**src/hw/rtl/bdeq_pkg.sv**
```systemverilog
// bdeq_pkg: shared types and constants of the bounded double-ended queue
// used by the top level and by its port checker

package bdeq_pkg;

    localparam int DATA_W = 32;
    localparam int OP_W   = 3;
    localparam int CAP_W  = 7;
    localparam int S_TDATA_W = 40;
    localparam int M_TDATA_W = 72;

    typedef enum logic [OP_W-1:0] {
        OP_INS_FRONT = 3'd0,
        OP_INS_REAR  = 3'd1,
        OP_DEL_FRONT = 3'd2,
        OP_DEL_REAR  = 3'd3,
        OP_QUERY     = 3'd4
    } op_t;

    typedef enum logic [1:0] {
        ST_IDLE = 2'b01,
        ST_READ = 2'b10
    } state_t;

    // first member lands in the highest bits
    typedef struct packed {
        logic              is_full;
        logic              is_empty;
        logic [DATA_W-1:0] rear_value;
        logic [DATA_W-1:0] front_value;
        logic              success;
    } result_t;

    localparam int RESULT_W = $bits(result_t);

endpackage

```
**src/hw/rtl/bounded_double_ended_queue.sv**
```systemverilog
// bounded_double_ended_queue: top level, ring control, cached end entries, output register
// depends on bdeq_pkg and bdeq_ram

// A deque of signed 32-bit values kept as a ring in one ram, with a head pointer
// and an entry count. Each input transaction carries an operation (insert front,
// insert rear, delete front, delete rear, query) and returns exactly one result
// transaction: success, front and rear entries after the operation (all ones when
// empty), and the empty and full flags. Full means count >= min(capacity, DEPTH).
// The front and rear entries are cached in registers, so inserts and queries need no
// ram read. A delete that leaves the queue non-empty needs the new end entry from
// the ram's registered read data, which it takes in ST_READ. One transaction is in
// work at a time; a finished result waits in the output register and the next
// transaction is taken as soon as that register is free or drained.
// No clearing pass after reset: ram entries are only read after they are written.
// capacity may be written only while idle.

module bounded_double_ended_queue #(
    parameter int DEPTH = 64
) (
    input  logic                          clk,
    input  logic                          rst_n,
    input  logic                          cfg_we,
    input  logic [bdeq_pkg::CAP_W-1:0]    cfg_wdata,   // capacity
    input  logic                          s_tvalid,
    output logic                          s_tready,
    input  logic [bdeq_pkg::S_TDATA_W-1:0] s_tdata,    // operation[2:0], value[34:3]
    output logic                          m_tvalid,
    input  logic                          m_tready,
    output logic [bdeq_pkg::M_TDATA_W-1:0] m_tdata     // success[0], front_value[32:1],
                                                       // rear_value[64:33], is_empty[65],
                                                       // is_full[66]
);

    import bdeq_pkg::*;

    localparam int AW   = (DEPTH > 1) ? $clog2(DEPTH) : 1;
    localparam int CW   = $clog2(DEPTH + 1);
    localparam int CMPW = (CW > CAP_W) ? CW : CAP_W;
    localparam logic [CMPW-1:0] DEPTH_C   = CMPW'(DEPTH);
    localparam logic [AW:0]     DEPTH_P   = (AW + 1)'(DEPTH);
    localparam logic [AW-1:0]   LAST_IDX  = AW'(DEPTH - 1);
    localparam logic [CAP_W-1:0] CAP_RST  = 7'd64;

    function automatic logic [AW-1:0] ring_add(input logic [AW-1:0] b, input logic [AW-1:0] o);
        logic [AW:0] s;
        s = {1'b0, b} + {1'b0, o};
        if (s >= DEPTH_P)
        begin
            s = s - DEPTH_P;
        end
        return s[AW-1:0];
    endfunction

    state_t            state_reg, state_next;
    logic [AW-1:0]     head_reg, head_next;
    logic [CW-1:0]     count_reg, count_next;
    logic [CAP_W-1:0]  cap_reg, cap_next;
    logic [DATA_W-1:0] front_reg, front_next;
    logic [DATA_W-1:0] rear_reg, rear_next;
    logic              out_valid_reg, out_valid_next;
    result_t           out_reg, out_next;
    logic              pend_front_reg, pend_front_next;
    logic              pend_full_reg, pend_full_next;

    op_t               op;
    logic [DATA_W-1:0] val;
    logic              accept;
    logic [CMPW-1:0]   cap_eff;
    logic              full, empty;
    logic [AW-1:0]     head_dec, head_inc;
    logic [CW-1:0]     count_m2;
    logic              ok, rd_need, pend_front;
    logic              wr_en;
    logic [AW-1:0]     wr_addr, rd_addr;
    logic [DATA_W-1:0] rd_data;
    logic [CW-1:0]     cnt_upd;
    logic [AW-1:0]     head_upd;
    logic [DATA_W-1:0] front_upd, rear_upd;
    logic              empty_upd, full_upd;

    assign op       = op_t'(s_tdata[OP_W-1:0]);
    assign val      = s_tdata[OP_W +: DATA_W];
    assign s_tready = (state_reg == ST_IDLE) && (!out_valid_reg || m_tready);
    assign accept   = s_tvalid && s_tready;

    assign cap_eff  = (CMPW'(cap_reg) > DEPTH_C) ? DEPTH_C : CMPW'(cap_reg);
    assign full     = CMPW'(count_reg) >= cap_eff;
    assign empty    = (count_reg == '0);
    assign head_dec = (head_reg == '0) ? LAST_IDX : head_reg - AW'(1);
    assign head_inc = (head_reg == LAST_IDX) ? '0 : head_reg + AW'(1);
    assign count_m2 = count_reg - CW'(2);

    // operation decode, ring pointer update
    always_comb
    begin
        head_upd   = head_reg;
        cnt_upd    = count_reg;
        front_upd  = front_reg;
        rear_upd   = rear_reg;
        ok         = 1'b0;
        wr_en      = 1'b0;
        wr_addr    = head_dec;
        rd_need    = 1'b0;
        rd_addr    = head_inc;
        pend_front = 1'b0;
        unique case (op)
            OP_INS_FRONT:
            begin
                if (!full)
                begin
                    head_upd  = head_dec;
                    wr_en     = 1'b1;
                    wr_addr   = head_dec;
                    cnt_upd   = count_reg + CW'(1);
                    front_upd = val;
                    if (empty)
                    begin
                        rear_upd = val;
                    end
                    ok = 1'b1;
                end
            end
            OP_INS_REAR:
            begin
                if (!full)
                begin
                    wr_en    = 1'b1;
                    wr_addr  = ring_add(head_reg, count_reg[AW-1:0]);
                    cnt_upd  = count_reg + CW'(1);
                    rear_upd = val;
                    if (empty)
                    begin
                        front_upd = val;
                    end
                    ok = 1'b1;
                end
            end
            OP_DEL_FRONT:
            begin
                if (!empty)
                begin
                    head_upd = head_inc;
                    cnt_upd  = count_reg - CW'(1);
                    ok       = 1'b1;
                    if (count_reg > CW'(1))
                    begin
                        rd_need    = 1'b1;
                        rd_addr    = head_inc;
                        pend_front = 1'b1;
                    end
                end
            end
            OP_DEL_REAR:
            begin
                if (!empty)
                begin
                    cnt_upd = count_reg - CW'(1);
                    ok      = 1'b1;
                    if (count_reg > CW'(1))
                    begin
                        rd_need = 1'b1;
                        rd_addr = ring_add(head_reg, count_m2[AW-1:0]);
                    end
                end
            end
            OP_QUERY:
            begin
                ok = 1'b1;
            end
            default:
            begin
                ok = 1'b0;
            end
        endcase
    end

    assign empty_upd = (cnt_upd == '0);
    assign full_upd  = CMPW'(cnt_upd) >= cap_eff;

    // register next values
    always_comb
    begin
        state_next      = state_reg;
        head_next       = head_reg;
        count_next      = count_reg;
        cap_next        = cfg_we ? cfg_wdata : cap_reg;
        front_next      = front_reg;
        rear_next       = rear_reg;
        out_valid_next  = out_valid_reg && !m_tready;
        out_next        = out_reg;
        pend_front_next = pend_front_reg;
        pend_full_next  = pend_full_reg;
        unique case (state_reg)
            ST_IDLE:
            begin
                if (accept)
                begin
                    head_next  = head_upd;
                    count_next = cnt_upd;
                    front_next = front_upd;
                    rear_next  = rear_upd;
                    if (rd_need)
                    begin
                        state_next      = ST_READ;
                        pend_front_next = pend_front;
                        pend_full_next  = full_upd;
                    end
                    else
                    begin
                        out_valid_next       = 1'b1;
                        out_next.success     = ok;
                        out_next.front_value = empty_upd ? '1 : front_upd;
                        out_next.rear_value  = empty_upd ? '1 : rear_upd;
                        out_next.is_empty    = empty_upd;
                        out_next.is_full     = full_upd;
                    end
                end
            end
            ST_READ:
            begin
                // ram data holds the new end entry; output register is free here
                state_next           = ST_IDLE;
                out_valid_next       = 1'b1;
                out_next.success     = 1'b1;
                out_next.is_empty    = 1'b0;
                out_next.is_full     = pend_full_reg;
                if (pend_front_reg)
                begin
                    front_next           = rd_data;
                    out_next.front_value = rd_data;
                    out_next.rear_value  = rear_reg;
                end
                else
                begin
                    rear_next            = rd_data;
                    out_next.front_value = front_reg;
                    out_next.rear_value  = rd_data;
                end
            end
            default:
            begin
                state_next = ST_IDLE;
            end
        endcase
    end

    always_ff @(posedge clk or negedge rst_n)
    begin
        if (!rst_n)
        begin
            state_reg     <= ST_IDLE;
            head_reg      <= '0;
            count_reg     <= '0;
            cap_reg       <= CAP_RST;
            out_valid_reg <= 1'b0;
        end
        else
        begin
            state_reg     <= state_next;
            head_reg      <= head_next;
            count_reg     <= count_next;
            cap_reg       <= cap_next;
            out_valid_reg <= out_valid_next;
        end
    end

    always_ff @(posedge clk)
    begin
        front_reg      <= front_next;
        rear_reg       <= rear_next;
        out_reg        <= out_next;
        pend_front_reg <= pend_front_next;
        pend_full_reg  <= pend_full_next;
    end

    // inserts write only, deletes read only: no same-cycle overlap on an entry
    bdeq_ram #(
        .WIDTH (DATA_W),
        .DEPTH (DEPTH)
    ) u_ram (
        .clk     (clk),
        .wr_en   (accept && wr_en),
        .wr_addr (wr_addr),
        .wr_data (val),
        .rd_en   (accept && rd_need),
        .rd_addr (rd_addr),
        .rd_data (rd_data)
    );

    assign m_tvalid = out_valid_reg;
    assign m_tdata  = {(M_TDATA_W - RESULT_W)'(0), out_reg};

endmodule

```
**src/hw/rtl/bdeq_ram.sv**
```systemverilog
// bdeq_ram: generic single-write, single-read ram with registered read data
// no dependencies

module bdeq_ram #(
    parameter int WIDTH = 32,
    parameter int DEPTH = 64
) (
    input  logic                                   clk,
    input  logic                                   wr_en,
    input  logic [(DEPTH > 1 ? $clog2(DEPTH) : 1)-1:0] wr_addr,
    input  logic [WIDTH-1:0]                       wr_data,
    input  logic                                   rd_en,
    input  logic [(DEPTH > 1 ? $clog2(DEPTH) : 1)-1:0] rd_addr,
    output logic [WIDTH-1:0]                       rd_data
);

    logic [WIDTH-1:0] mem [DEPTH];

    always_ff @(posedge clk)
    begin
        if (wr_en)
        begin
            mem[wr_addr] <= wr_data;
        end
        if (rd_en)
        begin
            rd_data <= mem[rd_addr];
        end
    end

endmodule

```
**config.mk**
```make
export PLATFORM = sky130hd
export DESIGN_NAME = bounded_double_ended_queue
export DESIGN_NICKNAME = d
export VERILOG_FILES = /design/src/hw/rtl/bdeq_pkg.sv /design/src/hw/rtl/bounded_double_ended_queue.sv /design/src/hw/rtl/bdeq_ram.sv
export SDC_FILE = /design/constraint.sdc
export NUM_CORES = 2
export LEC_CHECK = 0
export ABC_AREA = 1
export BUFFER_PORTS_ARGS = -buffer_cell sky130_fd_sc_hd__buf_2
export CAP_MARGIN = 10
export CORE_MARGIN = 3
export CORE_UTILIZATION = 41
export CTS_CLUSTER_DIAMETER = 100
export DETAILED_ROUTE_END_ITERATION = 10
export HOLD_SLACK_MARGIN = 0.02
export PLACE_DENSITY = 0.54
export SETUP_SLACK_MARGIN = 0.4
export SYNTH_ARGS = -nofsm -noshare
export SYNTH_HDL_FRONTEND = slang
export SYNTH_HIERARCHICAL = 1
export SYNTH_SLANG_ARGS = --single-unit
```
**constraint.sdc**
```tcl
create_clock -name clk -period 16.35 [get_ports clk]
set_input_delay 2.4525 -clock clk [delete_from_list [all_inputs] [get_ports clk]]
set_output_delay 2.4525 -clock clk [all_outputs]
set_load 0.005 [all_outputs]
```
==> results.txt <==
The final wirelength came out at 291000 um. The compound-gate portion of the synthesized area came out at 0.0259. The weighted congestion reported at the end of routability-driven placement is 0.874. The number of flops mapped to enable cells by yosys is 2213.

The floorplan die width is 483 um. Of the total power, registers draw 0.313. In this run the register-to-register setup slack is 8.90 ns. In this design, the stage delay of the slowest critical-path cell is 0.87 ns. The analysis attributes to cell leakage a power of 36.8 nW. For this run the aggregate overflow at the end of global routing stands at 0. Dividing the detail-routed via count by the number of cells gives 5.64. The first TritonRoute pass finished after 6 iterations. The maximum number of pins on one net before global-route repair came out at 176.

The initial antenna violation count is 12. The clock passes through at most 3 buffers. Across every metal layer, demand over resource in global routing totals 0.243. The share of total power consumed by net switching is 0.455. The average instance area after synthesis came out at 11.6 sq um.

Leaving out fill and tap cells, the most frequent cell in the layout is sky130_fd_sc_hd__nand2_1. The final layout contains 8129 nets. The number of antenna-violating nets in the routed design is 0. For this design the total switching power over the nets is 0.00983 W.

More flip-flops sit in one register than any other, and that register is u_ram/mem. Of the total synthesized cell area, the portion taken by XOR and XNOR cells is 0.00178. Before CTS, the worst setup slack after placement is 7.88 ns. The estimated wirelength of the detail-placed design came out at 152000 um. The die covers 234000 sq um. The cell type with the highest occurrence count on the critical path is sky130_fd_sc_hd__nand2_1. The layout cell share with drive strength beyond 1 is 0.0875. The peak ir drop on the vdd network is 285 uV. The number of flip-flops in the largest register is 2048. The wire length of the first global-routing pass is 419000 um. After filler insertion, the fill cell instance count of the layout stands at 20400. The number of different library cells used by synthesis comes to 48. The standard cell core area is 226000 sq um. In this run, post-CTS repair resized a total of 0 instances. The total negative slack for setup checks is 0 ns.

The H-tree generated during clock tree synthesis spans 4 levels. Setup violations remaining at the end of the flow were counted as 0. The max capacitance violation total came out at 0. For this block, the via count after detailed routing is 63300. Among all stages on the critical path, the largest delay is contributed by sky130_fd_sc_hd__buf_4.

The internal power of the cells totals 0.0118 W. The adder-cell area share of the yosys netlist came out at 0.00485. The routed length per placed instance came out at 25.9 um. The worst setup path is captured at a flip-flop. The number of clock sinks came out at 2236. The count of hold-fix buffers inserted at cts came out at 0. Leaving out fill and tap cells, the most frequent cells in the layout are sky130_fd_sc_hd__nand2_1, sky130_fd_sc_hd__edfxtp_1, sky130_fd_sc_hd__nand3_1. The final worst clock skew came out at 0.0517 ns. In this run the tightest slew margin relative to its limit is 0.259.

The library cell occupying the most area in the post-synthesis netlist is sky130_fd_sc_hd__edfxtp_1. Data on the critical path is required at its endpoint by 17.05 ns. The maximum clock rate came out at 0.132 GHz.

The hold violation total from the final report was 0. The cell count after synthesis came out at 8032. Of all flip-flops after synthesis, the portion carrying an async set or reset was 0.0103. The share of cell area taken by muxes after synthesis came out at 0.000361. The proportion of power drawn by combinational gates came out at 0.464. The flow ran to the end, and the final reports show no timing, DRC or antenna violations.

The share of total power dissipated in the clock network is 0.223. Counting the buffers created by CTS gives 229. The die span in y came out at 483 um. The root buffer cell chosen for the clock tree is sky130_fd_sc_hd__clkbuf_16. Dividing total power by cell area gives a power density of 207 nW/um^2.

The combined buffer and inverter count along the critical path is 6. The detailed-route DRC error count is 0. Of the post-synthesis cell area, the dominant cell type holds 0.711. After clock tree synthesis, the clock-pin slew on the worst setup and hold paths is 0.06 ns.

The kind of path behind the tightest hold check is flip-flop to flip-flop. The worst setup path is of the primary input to flip-flop kind. The number of max-slew violations in the final report is 0. The critical path startpoint category is a primary input.

The initial cell density of the core came out at 0.414. Setup repair after global routing left no endpoint under its margin. The number of DRC markers after the initial detailed-route iteration came out at 7520. The count of buffers added by post-CTS timing repair for setup is 0. The sequential cell area came out at 67000 sq um. The total non-filler cell area in the finished layout came out at 104000 sq um. By area, the combinational part of the netlist is dominated by simple AND/OR/NAND/NOR gates. The multi-input combinational cell area came out at 23700 sq um. The placed cell count came out at 10800. The via count of the first global-routing pass is 59400.

Of all nets on the critical path, the largest fanout is 175. The simple-gate area share of the yosys netlist came out at 0.214. The area after detailed placement came out at 97300 sq um. Of the synthesized area, sequential elements account for 0.717.

The total I/O pin count is 126. The mapped cell area is 93500 sq um. The signal on the critical path passes through buf_2, nor2_1, inv_1, nor2_4, nand2_1, nor2_1, buf_4, o21a_4, buf_12, buf_12, buf_4, nand2_1, nand3_1, nand3_1, nand3_1, nand3_1, nand2_1, nand2_1, nand2_1.

The primary flip-flop cell chosen by synthesis mapping is sky130_fd_sc_hd__edfxtp_1. The final worst-path cycle share is 0.464. The clock latency of the later-clocked register in the worst-skew pair came out at 0.87 ns. Yosys attributes the largest share of cell area to sky130_fd_sc_hd__edfxtp_1, sky130_fd_sc_hd__nand3_1, sky130_fd_sc_hd__nand2_1. The final period demand of the worst path is 7.59 ns. The row count is 174. The number of synthesis warnings is 6. The post-route non-filler standard cell count is 11200. The port buffer count came out at 115. The synthesis-stage register bit count is 2236. The transition time of the tightest slew-check pin came out at 1.10 ns. The smallest setup slack after layout is 8.76 ns. TritonCTS built the clock tree. The family of cells with the greatest summed delay on the critical path is buffers and inverters. The growth of design area from synthesis to finish came out at 11.4%. The worst endpoint data arrival time came out at 8.29 ns.
area by class of cell:
| class | count | area share |
|---|---|---|
| Sequential cell | 2236 | 0.644 |
| Multi-Input combinational cell | 5096 | 0.228 |
| Clock buffer | 311 | 0.0582 |
| Tap cell | 2992 | 0.0360 |
| Timing Repair Buffer | 309 | 0.0210 |
| Clock inverter | 97 | 0.00675 |
| Inverter | 170 | 0.00649 |
| Antenna cell | 6 | 0.000144 |
worst paths after layout:
kind                                          startpoint                          to  cells past startpoint
min in group asynchronous                          rst_n    count_reg[2]$_DFFE_PN0P_                      1
worst max register to register  count_reg[1]$_DFFE_PN0P_  u_ram/rd_data[6]$_DFFE_PP_                     22
worst max-delay path                          s_tdata[2]  u_ram/rd_data[6]$_DFFE_PP_                     19
max in group asynchronous                          rst_n     head_reg[1]$_DFFE_PN0P_                      1
worst min register to register   pend_full_reg$_DFFE_PP_       m_tdata[66]$_DFFE_PP_                      2
worst min-delay path             pend_full_reg$_DFFE_PP_       m_tdata[66]$_DFFE_PP_                      2
cell families after synthesis:
family / after synthesis
other: 1
AO/OA/AOI/OAI: 398
multiplexers: 3
adder cells (fa/ha/maj): 35
AND/OR/NAND/NOR: 4636
XOR/XNOR: 19
buffers and inverters: 704
flip-flops: 2236
tightest hold or removal path, stage by stage, from the launching register on:
cell,delay (ns)
sky130_fd_sc_hd__edfxtp_1,0.32
sky130_fd_sc_hd__nand2_1,0.05
sky130_fd_sc_hd__nand2_1,0.05
synthesized netlist by cell type (all sizes together), types with 21 or more instances:
library cell,number
o221ai,23
nand2,2534
ha,33
clkbuf,125
a22oi,27
buf,409
dfrtp,21
a21oi,103
o211ai,74
edfxtp,2213
inv,169
nor2,133
o22ai,41
nand3,1933
o21ai,121
routing by layer:
metal | GRT usage | routed length [um] | vias to the layer above
met4 | 0.0759 | 9140 | 10
li1 | - | - | 28600
met3 | 0.0456 | 24900 | 430
met5 | 0 | 42 | -
met2 | 0.379 | 133000 | 2646
met1 | 0.346 | 124000 | 31600
stage by stage:
stage	hold slack, ns	util	total power, W
2_1_floorplan	0.491	-	0.0130
3_3_place_gp	0.508	0.431	0.0167
3_5_place_dp	0.515	0.431	0.0168
4_1_cts	0.534	0.461	0.0216
5_1_grt	0.573	0.461	0.0228
6_report	0.534	0.461	0.0216
power by group through the flow:
| stage | registers, W | logic (W) | clock network [W] |
|---|---|---|---|
| after floorplan | 0.00684 | 0.00615 | 0 |
| final | 0.00675 | 0.0100 | 0.00482 |
| after CTS | 0.00675 | 0.00992 | 0.00490 |
| after global placement | 0.00686 | 0.00984 | 0 |
| after global routing | 0.00677 | 0.0108 | 0.00514 |
| after detailed placement | 0.00687 | 0.00989 | 0 |
Note: power is estimated with default switching activity, not from simulation.
